<file path="src/sv/sm3_pkg.sv">
// ----------------------------------------------------------------------------
// sm3_pkg
// types, constants and helper functions shared by the sm3 hash unit
// ----------------------------------------------------------------------------
package sm3_pkg;

  // one input item: big-endian message word
  typedef struct packed {
    logic [31:0] data_word;
    logic [2:0]  byte_count;
    logic        last;
  } sm3_in_t;

  // one result item: the 256-bit digest, two chaining words per field
  typedef struct packed {
    logic [63:0] digest_0;
    logic [63:0] digest_1;
    logic [63:0] digest_2;
    logic [63:0] digest_3;
  } sm3_out_t;

  // eight 32-bit words, index 0 is a / V0
  typedef logic [7:0][31:0] sm3_words_t;

  typedef enum logic [1:0] {
    S_IDLE,
    S_PAD,
    S_ROUND,
    S_FOLD
  } sm3_state_e;

  // message schedule control
  typedef struct packed {
    logic        push;
    logic        expand;
    logic [31:0] word;
  } sm3_sched_ctrl_t;

  // compression round control
  typedef struct packed {
    logic load;
    logic step;
    logic low_phase;
    logic t_switch;
  } sm3_rnd_ctrl_t;

  localparam logic [31:0] SM3_T_LOW    = 32'h79CC_4519;
  localparam logic [31:0] SM3_T_HIGH   = 32'h7A87_9D8A;
  // t constant of round 16 is the high constant rotated left by 16
  localparam logic [31:0] SM3_T_HIGH16 = {SM3_T_HIGH[15:0], SM3_T_HIGH[31:16]};
  localparam logic [31:0] SM3_MARKER   = 32'h8000_0000;

  localparam int unsigned SM3_ROUNDS    = 64;
  localparam int unsigned SM3_BLK_WORDS = 16;
  localparam logic [3:0]  SM3_LEN_HI_IDX = 4'd14;
  localparam logic [3:0]  SM3_LEN_LO_IDX = 4'd15;

  localparam sm3_words_t SM3_IV = {
    32'hB0FB_0E4E, 32'hE38D_EE4D, 32'h1631_38AA, 32'hA96F_30BC,
    32'hDA8A_0600, 32'h1724_42D7, 32'h4914_B2B9, 32'h7380_166F
  };

  // rotate left by a constant amount in 1..31
  function automatic logic [31:0] rotl32(logic [31:0] x, int unsigned k);
    rotl32 = (x << k) | (x >> (32 - k));
  endfunction

  function automatic logic [31:0] perm0(logic [31:0] x);
    perm0 = x ^ rotl32(x, 9) ^ rotl32(x, 17);
  endfunction

  function automatic logic [31:0] perm1(logic [31:0] x);
    perm1 = x ^ rotl32(x, 15) ^ rotl32(x, 23);
  endfunction

  // final partial word: keep valid bytes, marker byte right after them
  function automatic logic [31:0] pad_word(logic [31:0] data, logic [1:0] nbytes);
    logic [31:0] res;
    unique case (nbytes)
      2'd0: res = SM3_MARKER;
      2'd1: res = {data[31:24], 24'h80_0000};
      2'd2: res = {data[31:16], 16'h8000};
      2'd3: res = {data[31:8], 8'h80};
      default: res = SM3_MARKER;
    endcase
    pad_word = res;
  endfunction

endpackage

</file>
<file path="src/sv/sm3_msg_sched.sv">
// ----------------------------------------------------------------------------
// sm3_msg_sched
// 16-word message window: loads block words, then expands one word per round
// ----------------------------------------------------------------------------
module sm3_msg_sched (
  input  logic                     clk_i,
  input  sm3_pkg::sm3_sched_ctrl_t ctrl_i,
  output logic [31:0]              w_j_o,
  output logic [31:0]              w_j4_o
);

  logic [15:0][31:0] win_q;
  logic [15:0][31:0] win_d;
  logic [31:0]       w_new;

  // w[j+16] from taps j, j+3, j+7, j+10, j+13
  assign w_new = sm3_pkg::perm1(win_q[0] ^ win_q[7] ^ sm3_pkg::rotl32(win_q[13], 15))
               ^ sm3_pkg::rotl32(win_q[3], 7) ^ win_q[10];

  always_comb begin
    win_d = win_q;
    if (ctrl_i.push || ctrl_i.expand) begin
      for (int i = 0; i < 15; i++) begin
        win_d[i] = win_q[i + 1];
      end
      win_d[15] = ctrl_i.push ? ctrl_i.word : w_new;
    end
  end

  always_ff @(posedge clk_i) begin
    win_q <= win_d;
  end

  assign w_j_o  = win_q[0];
  assign w_j4_o = win_q[4];

endmodule

</file>
<file path="src/sv/sm3_round.sv">
// ----------------------------------------------------------------------------
// sm3_round
// compression state a..h, one round per step
// ----------------------------------------------------------------------------
module sm3_round (
  input  logic                   clk_i,
  input  sm3_pkg::sm3_rnd_ctrl_t ctrl_i,
  input  sm3_pkg::sm3_words_t    chain_i,
  input  logic [31:0]            w_j_i,
  input  logic [31:0]            w_j4_i,
  output sm3_pkg::sm3_words_t    state_o
);

  sm3_pkg::sm3_words_t st_q, st_d;
  logic [31:0] tj_q, tj_d;
  logic [31:0] a12, ss1, ss2, ffv, ggv, tt1, tt2;

  always_comb begin
    a12 = sm3_pkg::rotl32(st_q[0], 12);
    ss1 = sm3_pkg::rotl32(a12 + st_q[4] + tj_q, 7);
    ss2 = ss1 ^ a12;
    if (ctrl_i.low_phase) begin
      ffv = st_q[0] ^ st_q[1] ^ st_q[2];
      ggv = st_q[4] ^ st_q[5] ^ st_q[6];
    end else begin
      ffv = (st_q[0] & st_q[1]) | (st_q[0] & st_q[2]) | (st_q[1] & st_q[2]);
      ggv = (st_q[4] & st_q[5]) | (~st_q[4] & st_q[6]);
    end
    tt1 = ffv + st_q[3] + ss2 + (w_j_i ^ w_j4_i);
    tt2 = ggv + st_q[7] + ss1 + w_j_i;
  end

  always_comb begin
    st_d = st_q;
    tj_d = tj_q;
    if (ctrl_i.load) begin
      st_d = chain_i;
      tj_d = sm3_pkg::SM3_T_LOW;
    end else if (ctrl_i.step) begin
      st_d[0] = tt1;
      st_d[1] = st_q[0];
      st_d[2] = sm3_pkg::rotl32(st_q[1], 9);
      st_d[3] = st_q[2];
      st_d[4] = sm3_pkg::perm0(tt2);
      st_d[5] = st_q[4];
      st_d[6] = sm3_pkg::rotl32(st_q[5], 19);
      st_d[7] = st_q[6];
      tj_d    = ctrl_i.t_switch ? sm3_pkg::SM3_T_HIGH16 : sm3_pkg::rotl32(tj_q, 1);
    end
  end

  always_ff @(posedge clk_i) begin
    st_q <= st_d;
    tj_q <= tj_d;
  end

  assign state_o = st_q;

endmodule

</file>
<file path="src/sv/sm3_hash_unit.sv">
// ----------------------------------------------------------------------------
// sm3_hash_unit
// SM3 256-bit hash over a stream of big-endian 32-bit message words
// ----------------------------------------------------------------------------
//
// channel | dir | handshake                  | payload
// --------+-----+----------------------------+-----------------------------------
// in      | in  | in_valid_i / in_stall_o    | in_data_i  (data_word, byte_count, last)
// out     | out | out_valid_o / out_stall_i  | out_data_o (digest_0 .. digest_3)
//
// words are taken one per cycle while idle; the 16th word of a block starts
// 64 compression rounds, one per cycle on a single round unit, then a fold of
// the result into the chaining value
// a last word adds one padding word per cycle up to the block end and then
// the rounds and fold; when the length spills over, a second block of 16
// padding words, rounds and fold follows before the digest is registered on
// out
// in_stall_o is high whenever the sequencer is not idle
// a waiting digest does not block new words; only the next digest waits
// on out_stall_i. reset restores the initial value and clears all control
// ----------------------------------------------------------------------------
module sm3_hash_unit (
  input  logic              clk_i,
  input  logic              rst_ni,
  input  logic              in_valid_i,
  output logic              in_stall_o,
  input  sm3_pkg::sm3_in_t  in_data_i,
  output logic              out_valid_o,
  input  logic              out_stall_i,
  output sm3_pkg::sm3_out_t out_data_o
);

  sm3_pkg::sm3_state_e state_q, state_d;

  // block position and message length
  logic [3:0]  idx_q, idx_d;
  logic [63:0] bits_q, bits_d;
  // padding progress
  logic        pad_q, pad_d;          // message end seen, padding under way
  logic        marker_q, marker_d;    // marker word still to be pushed
  logic        len_ok_q, len_ok_d;    // length fits at the end of this block
  logic        last_blk_q, last_blk_d; // block in flight carries the length
  logic [5:0]  round_q, round_d;

  sm3_pkg::sm3_words_t chain_q, chain_d;
  sm3_pkg::sm3_words_t rnd_state;
  sm3_pkg::sm3_words_t folded;

  logic              out_valid_q, out_valid_d;
  sm3_pkg::sm3_out_t out_data_q, out_data_d;

  sm3_pkg::sm3_sched_ctrl_t sched_ctrl;
  sm3_pkg::sm3_rnd_ctrl_t   rnd_ctrl;
  logic [31:0]              w_j, w_j4;

  // input decode
  logic       accept;
  logic       full_word;
  logic [2:0] eff_bytes;
  logic       blk_done;
  logic       fold_go;

  assign accept    = in_valid_i && (state_q == sm3_pkg::S_IDLE);
  // short counts only count with last; anything above four is four
  assign full_word = !in_data_i.last || in_data_i.byte_count[2];
  assign eff_bytes = full_word ? 3'd4 : in_data_i.byte_count;
  assign blk_done  = sched_ctrl.push && (idx_q == sm3_pkg::SM3_LEN_LO_IDX);
  // the digest slot must be free before the last fold
  assign fold_go   = !last_blk_q || !out_valid_q || !out_stall_i;
  assign folded    = chain_q ^ rnd_state;

  // ---------------------------------------------------------------------------
  // datapath control and register updates
  // ---------------------------------------------------------------------------
  always_comb begin
    sched_ctrl  = '0;
    rnd_ctrl    = '0;
    idx_d       = idx_q;
    bits_d      = bits_q;
    pad_d       = pad_q;
    marker_d    = marker_q;
    len_ok_d    = len_ok_q;
    last_blk_d  = last_blk_q;
    round_d     = round_q;
    chain_d     = chain_q;
    out_valid_d = out_valid_q && out_stall_i;
    out_data_d  = out_data_q;

    unique case (state_q)
      sm3_pkg::S_IDLE: begin
        if (accept) begin
          sched_ctrl.push = 1'b1;
          bits_d = bits_q + {58'd0, eff_bytes, 3'b000};
          if (in_data_i.last) begin
            pad_d = 1'b1;
            if (full_word) begin
              // full last word: marker goes in its own word
              sched_ctrl.word = in_data_i.data_word;
              marker_d = 1'b1;
            end else begin
              sched_ctrl.word = sm3_pkg::pad_word(in_data_i.data_word, eff_bytes[1:0]);
              len_ok_d = (idx_q != sm3_pkg::SM3_LEN_HI_IDX);
            end
          end else begin
            sched_ctrl.word = in_data_i.data_word;
          end
        end
      end
      sm3_pkg::S_PAD: begin
        sched_ctrl.push = 1'b1;
        if (marker_q) begin
          sched_ctrl.word = sm3_pkg::SM3_MARKER;
          marker_d = 1'b0;
          len_ok_d = (idx_q != sm3_pkg::SM3_LEN_HI_IDX);
        end else if (len_ok_q && idx_q == sm3_pkg::SM3_LEN_HI_IDX) begin
          sched_ctrl.word = bits_q[63:32];
        end else if (len_ok_q && idx_q == sm3_pkg::SM3_LEN_LO_IDX) begin
          sched_ctrl.word = bits_q[31:0];
          last_blk_d = 1'b1;
        end else begin
          // zero fill; reaching the block end with it means the length goes in the next one
          sched_ctrl.word = '0;
          if (idx_q == sm3_pkg::SM3_LEN_LO_IDX) begin
            len_ok_d = 1'b1;
          end
        end
      end
      sm3_pkg::S_ROUND: begin
        sched_ctrl.expand  = 1'b1;
        rnd_ctrl.step      = 1'b1;
        rnd_ctrl.low_phase = (round_q[5:4] == 2'b00);
        rnd_ctrl.t_switch  = (round_q == 6'd15);
        round_d            = round_q + 6'd1;
      end
      sm3_pkg::S_FOLD: begin
        if (fold_go) begin
          if (last_blk_q) begin
            out_valid_d         = 1'b1;
            out_data_d.digest_0 = {folded[0], folded[1]};
            out_data_d.digest_1 = {folded[2], folded[3]};
            out_data_d.digest_2 = {folded[4], folded[5]};
            out_data_d.digest_3 = {folded[6], folded[7]};
            chain_d    = sm3_pkg::SM3_IV;
            bits_d     = '0;
            pad_d      = 1'b0;
            len_ok_d   = 1'b0;
            last_blk_d = 1'b0;
          end else begin
            chain_d = folded;
          end
        end
      end
      default: ;
    endcase

    if (sched_ctrl.push) begin
      idx_d = idx_q + 4'd1;
    end
    // block complete: start the rounds from the current chaining value
    if (blk_done) begin
      rnd_ctrl.load = 1'b1;
      round_d       = '0;
    end
  end

  // ---------------------------------------------------------------------------
  // next state
  // ---------------------------------------------------------------------------
  always_comb begin
    state_d = state_q;
    unique case (state_q)
      sm3_pkg::S_IDLE: begin
        if (accept) begin
          priority if (blk_done) begin
            state_d = sm3_pkg::S_ROUND;
          end else if (in_data_i.last) begin
            state_d = sm3_pkg::S_PAD;
          end
        end
      end
      sm3_pkg::S_PAD: begin
        if (blk_done) begin
          state_d = sm3_pkg::S_ROUND;
        end
      end
      sm3_pkg::S_ROUND: begin
        if (round_q == 6'(sm3_pkg::SM3_ROUNDS - 1)) begin
          state_d = sm3_pkg::S_FOLD;
        end
      end
      sm3_pkg::S_FOLD: begin
        if (fold_go) begin
          state_d = (pad_q && !last_blk_q) ? sm3_pkg::S_PAD : sm3_pkg::S_IDLE;
        end
      end
      default: state_d = sm3_pkg::S_IDLE;
    endcase
  end

  always_ff @(posedge clk_i or negedge rst_ni) begin
    if (!rst_ni) begin
      state_q     <= sm3_pkg::S_IDLE;
      idx_q       <= '0;
      bits_q      <= '0;
      pad_q       <= 1'b0;
      marker_q    <= 1'b0;
      len_ok_q    <= 1'b0;
      last_blk_q  <= 1'b0;
      round_q     <= '0;
      chain_q     <= sm3_pkg::SM3_IV;
      out_valid_q <= 1'b0;
    end else begin
      state_q     <= state_d;
      idx_q       <= idx_d;
      bits_q      <= bits_d;
      pad_q       <= pad_d;
      marker_q    <= marker_d;
      len_ok_q    <= len_ok_d;
      last_blk_q  <= last_blk_d;
      round_q     <= round_d;
      chain_q     <= chain_d;
      out_valid_q <= out_valid_d;
    end
  end

  // digest payload, qualified by out_valid_q
  always_ff @(posedge clk_i) begin
    out_data_q <= out_data_d;
  end

  sm3_msg_sched u_sched (
    .clk_i  (clk_i),
    .ctrl_i (sched_ctrl),
    .w_j_o  (w_j),
    .w_j4_o (w_j4)
  );

  sm3_round u_round (
    .clk_i   (clk_i),
    .ctrl_i  (rnd_ctrl),
    .chain_i (chain_q),
    .w_j_i   (w_j),
    .w_j4_i  (w_j4),
    .state_o (rnd_state)
  );

  assign in_stall_o  = (state_q != sm3_pkg::S_IDLE);
  assign out_valid_o = out_valid_q;
  assign out_data_o  = out_data_q;

endmodule
</file>
<file path="config.mk">
export PLATFORM = sky130hd
export DESIGN_NAME = sm3_hash_unit
export DESIGN_NICKNAME = d
export VERILOG_FILES = /design/src/sv/sm3_pkg.sv /design/src/sv/sm3_msg_sched.sv /design/src/sv/sm3_round.sv /design/src/sv/sm3_hash_unit.sv
export SDC_FILE = /design/constraint.sdc
export NUM_CORES = 2
export LEC_CHECK = 0
export BUFFER_PORTS_ARGS = -buffer_cell sky130_fd_sc_hd__buf_2
export CAP_MARGIN = 20
export CORE_AREA = 2 2 330 332
export CTS_CLUSTER_SIZE = 24
export DETAILED_ROUTE_END_ITERATION = 10
export DIE_AREA = 0 0 332 334
export PLACE_DENSITY_LB_ADDON = 0.08
export SLEW_MARGIN = 5
export SYNTH_ARGS = -nofsm -noshare
export SYNTH_HDL_FRONTEND = slang
export SYNTH_HIERARCHICAL = 1
export SYNTH_SLANG_ARGS = --single-unit
</file>
<file path="constraint.sdc">
create_clock -name clk_i -period 15.2 [get_ports clk_i]
set_input_delay 0.76 -clock clk_i [delete_from_list [all_inputs] [get_ports clk_i]]
set_output_delay 0.76 -clock clk_i [all_outputs]
set_load 0.01 [all_outputs]
</file>
==> impl_results.html <==
<table>
<tr><th>Metric</th><th>Value</th></tr>
<tr><th colspan="2">Run status</th></tr>
<tr><td>Run status</td><td>complete, no violations</td></tr>
<tr><th colspan="2">GRT</th></tr>
<tr><td>Via count of the first global-routing pass</td><td>38.6k</td></tr>
<tr><td>Global-route total usage across every layer</td><td>33.8%</td></tr>
<tr><td>Global route total overflow</td><td>0</td></tr>
<tr><td>Initial antenna violation count</td><td>5</td></tr>
<tr><td>Wire length of the first global-routing pass</td><td>269,000 um</td></tr>
<tr><td>Largest net degree at the start of global routing</td><td>between 200 and 250</td></tr>
<tr><th colspan="2">Clock network</th></tr>
<tr><td>Number of buffers created by CTS</td><td>roughly 140</td></tr>
<tr><td>Setup repair bufs after CTS</td><td>0</td></tr>
<tr><td>CTS Sinks</td><td>about 1.4k</td></tr>
<tr><td>Clock Latency Late Sink</td><td>just under 0.8 ns</td></tr>
<tr><td>Root Driver</td><td>sky130_fd_sc_hd__clkbuf_16</td></tr>
<tr><td>Longest Clk Path Bufs</td><td>3</td></tr>
<tr><td>Hold-fix buffer count after cts</td><td>0</td></tr>
<tr><td>Clock transition at the registers of the reported paths</td><td>about 0.060 ns</td></tr>
<tr><td>H-Tree Level Count</td><td>4</td></tr>
<tr><td>CTS tree</td><td>yes</td></tr>
<tr><td>CTS-repair resized insts</td><td>0</td></tr>
<tr><th colspan="2">Place</th></tr>
<tr><td>Quantity of I/O buffers inserted on ports</td><td>297</td></tr>
<tr><td>Post-detail-place hpwl</td><td>about 140,000 um</td></tr>
<tr><td>Area of placed instances</td><td>68,800 um^2</td></tr>
<tr><td>RD Place Congestion</td><td>0.972</td></tr>
<tr><th colspan="2">Synth</th></tr>
<tr><td>Simple logic cell fraction of the synthesized area</td><td>under 10%</td></tr>
<tr><td>Post-synth net total</td><td>5,006</td></tr>
<tr><td>Netlist Area Pre-Place</td><td>66,300 um^2</td></tr>
<tr><td>Cell count after synthesis</td><td>approximately 4.7k</td></tr>
<tr><td>Count of distinct cell types in the synthesized netlist</td><td>103</td></tr>
<tr><td>Adder and majority gate portion of the synthesized area</td><td>roughly 7.9%</td></tr>
<tr><td>Mux cell area share after synthesis</td><td>under 10%</td></tr>
<tr><td>Largest family of logic cells by synthesized area</td><td>XOR/XNOR gates</td></tr>
<tr><td>Post-Syn Area per Cell</td><td>~14 um^2</td></tr>
<tr><td>Leading register cell type out of synthesis</td><td>sky130_fd_sc_hd__edfxtp_1</td></tr>
<tr><td>Compound-cell area share of the yosys netlist</td><td>9.19%</td></tr>
<tr><td>Async set or reset register ratio after synthesis</td><td>24.0%</td></tr>
<tr><td>#FFs+latches synth</td><td>1,390</td></tr>
<tr><td>Share of synthesized area occupied by flip-flops and latches</td><td>about 60%</td></tr>
<tr><td>Count of flip-flops with a built-in enable after synthesis</td><td>around 1.0k</td></tr>
<tr><td>Synthesis Warnings</td><td>6</td></tr>
<tr><td>XOR/XNOR share of the synthesized area</td><td>around a tenth</td></tr>
<tr><th colspan="2">Finish</th></tr>
<tr><td>Layout area overhead</td><td>10.9%</td></tr>
<tr><td>Commonest non-fill, non-tap cell in the layout</td><td>sky130_fd_sc_hd__edfxtp_1</td></tr>
<tr><td>Final-stage net count</td><td>between 5k and 6k</td></tr>
<tr><td>Summed area of non-filler cells in the final layout</td><td>73,500 um^2</td></tr>
<tr><td>Most frequent cells in the layout</td><td>sky130_fd_sc_hd__edfxtp_1, sky130_fd_sc_hd__xor2_1, sky130_fd_sc_hd__nand2_1, sky130_fd_sc_hd__buf_2, sky130_fd_sc_hd__xnor2_1</td></tr>
<tr><td>Ratio of cells with drive above 1 in the final layout</td><td>around a fifth</td></tr>
<tr><th colspan="2">STA</th></tr>
<tr><td>Minimum clock period after layout</td><td>a little over 8 ns</td></tr>
<tr><td>Number of hold violations in the final report</td><td>0</td></tr>
<tr><td>Fin. max-slew vios</td><td>0</td></tr>
<tr><td>Part of the cycle the worst path needs</td><td>approximately 53%</td></tr>
<tr><td>Relative max-transition margin</td><td>5.79%</td></tr>
<tr><td>Setup skew after layout</td><td>about 0.046 ns</td></tr>
<tr><td>Setup repair after global routing missed its margin</td><td>false</td></tr>
<tr><td>Final setup vio count</td><td>0</td></tr>
<tr><td>Accumulated negative setup slack</td><td>0 ns</td></tr>
<tr><td>Worst hold slack</td><td>approximately 0.0012 ns</td></tr>
<tr><td>Slew @ Worst Pin</td><td>roughly 1.4 ns</td></tr>
<tr><td>Highest Clock Rate</td><td>0.123 GHz</td></tr>
<tr><th colspan="2">Setup path</th></tr>
<tr><td>Worst path slowest cell</td><td>sky130_fd_sc_hd__a31oi_1</td></tr>
<tr><td>Worst setup SP type</td><td>flop</td></tr>
<tr><td>Worst path required time</td><td>around 16 ns</td></tr>
<tr><td>CP arrival</td><td>around 8.7 ns</td></tr>
<tr><td>Startpoint-to-endpoint class of the critical path</td><td>reg -&gt; reg</td></tr>
<tr><td>Most Frequent Cell on Critical Path</td><td>sky130_fd_sc_hd__fa_1</td></tr>
<tr><td>Element type at the critical path end</td><td>flop</td></tr>
<tr><td>Max Fanout on Critical Path</td><td>4</td></tr>
<tr><td>Critical path's largest stage delay</td><td>slightly above 0.7 ns</td></tr>
<tr><th colspan="2">Floorplanning</th></tr>
<tr><td>Top Ports</td><td>slightly below 300</td></tr>
<tr><td>Total number of placement rows</td><td>approximately 120</td></tr>
<tr><td>Die ar.</td><td>between 100,000 and 150,000 um^2</td></tr>
<tr><td>Die span in x</td><td>around 330 um</td></tr>
<tr><td>Core Box Area</td><td>108,000 um^2</td></tr>
<tr><td>Die Y</td><td>334 um</td></tr>
<tr><td>Initial Utilization</td><td>between 60% and 70%</td></tr>
<tr><th colspan="2">Routing</th></tr>
<tr><td>Remaining design rule violation count</td><td>0</td></tr>
<tr><td>Starting DRT DRC Count</td><td>between 4k and 5k</td></tr>
<tr><td>Count of nets left with antenna violations after detail routing</td><td>0</td></tr>
<tr><td>Routed wire per std cell</td><td>between 20 and 30 um</td></tr>
<tr><td>Number of search-and-repair iterations in the first detailed-routing pass</td><td>6</td></tr>
<tr><td>Via count</td><td>around 40k</td></tr>
<tr><td>Avg Vias per Cell</td><td>approximately 6.2</td></tr>
<tr><td>Final WL</td><td>187,000 um</td></tr>
<tr><th colspan="2">Hold path</th></tr>
<tr><td>Class of the most critical hold timing path</td><td>in -&gt; async</td></tr>
<tr><th colspan="2">Flow run</th></tr>
<tr><td>Max-cap violations</td><td>0</td></tr>
</table>
## routing by layer
layer,global-route usage (%),part of all wire (%),vias to the layer above
li1,-,-,17500
met1,48.9,43,20700
met2,52.7,47,1606
met3,5.33,7.2,282
met4,11.5,3.7,2
met5,0,0.0070,-
## synthesized netlist by cell type (103+ instances only)
master | instances | area (um^2)
sky130_fd_sc_hd__a22o_1 | 145 | 1270
sky130_fd_sc_hd__o21ai_0 | 184 | 921
sky130_fd_sc_hd__nor2_1 | 120 | 450
sky130_fd_sc_hd__inv_1 | 194 | 728
sky130_fd_sc_hd__mux2_2 | 230 | 2590
sky130_fd_sc_hd__xor2_1 | 371 | 3250
sky130_fd_sc_hd__ha_1 | 103 | 1290
sky130_fd_sc_hd__dfstp_2 | 119 | 3130
sky130_fd_sc_hd__clkbuf_1 | 143 | 537
sky130_fd_sc_hd__xnor2_1 | 256 | 2240
sky130_fd_sc_hd__fa_1 | 188 | 3760
sky130_fd_sc_hd__dfrtp_1 | 215 | 5380
sky130_fd_sc_hd__nand2_1 | 358 | 1340
sky130_fd_sc_hd__a21oi_1 | 136 | 681
sky130_fd_sc_hd__edfxtp_1 | 1024 | 30700
## flip-flops by register name (all words and copies together) (netlist names), 2 cells and up
signal,count
idx_q,4
u_sched/win_q,448
u_sched/w_j4_o,32
u_sched/w_j_o,32
round_q,6
state_q,2
out_data_o,256
bits_q,61
u_round/state_o,256
u_round/tj_q,32
chain_q,256
## area by class of cell
cell class | instances | area [um^2]
clock buffers | 195 | 3870
clock inverters | 66 | 778
diodes | 4 | 10.0
well taps | 1414 | 1770
fillers | 7611 | 34300
repair buffers | 339 | 1920
multi-input cells | 2853 | 24500
inverters | 196 | 737
flip-flops and latches | 1390 | 39900
## worst paths after layout
path                                     start             endpoint  slack, ns  cells after the start
min                                     rst_ni          chain_q[72]      0.001                      1
min in group clk_i                 out_stall_i          out_valid_o       0.25                      3
max reg2reg                u_round/state_o[21]  u_round/state_o[28]       7.09                     26
min reg2reg                 u_sched/win_q[463]   u_sched/win_q[431]       0.41                      0
max in group asynchronous               rst_ni         chain_q[227]      13.10                      3
max                        u_round/state_o[21]  u_round/state_o[28]       7.09                     26
## cells by family (layout without fill, tap and decap cells)
logic type      after synthesis  in the layout
simple gates                751            751
flops                      1390           1390
other cells                   0              4
fa+ha+maj                   312            312
buf+inv                     432            796
xor+xnor                    673            673
mux                         255            255
compound gates              862            862
## stage by stage
step / instances / setup WS [ns] / util, %
after CTS: 6450 / 7.20 / 68.1
after detailed placement: 6189 / 7.20 / 63.8
after floorplan: 4675 / 1.63 / -
final: 6457 / 7.09 / 68.2
after global placement: 6189 / 7.25 / 63.8
after global routing: 6453 / 6.75 / 68.2
## critical path: cells and delay by family (launching register included)
| kind | cells | cell delay (ns) |
|---|---|---|
| buffers and inverters | 3 | 0.28 |
| adder cells (fa/ha/maj) | 6 | 2.47 |
| flip-flops | 1 | 0.46 |
| AO/OA/AOI/OAI | 15 | 4.29 |
| XOR/XNOR | 2 | 0.45 |
Power is not shown: default switching activity piles up to over one toggle a cycle in this logic, so the estimate is an artifact.
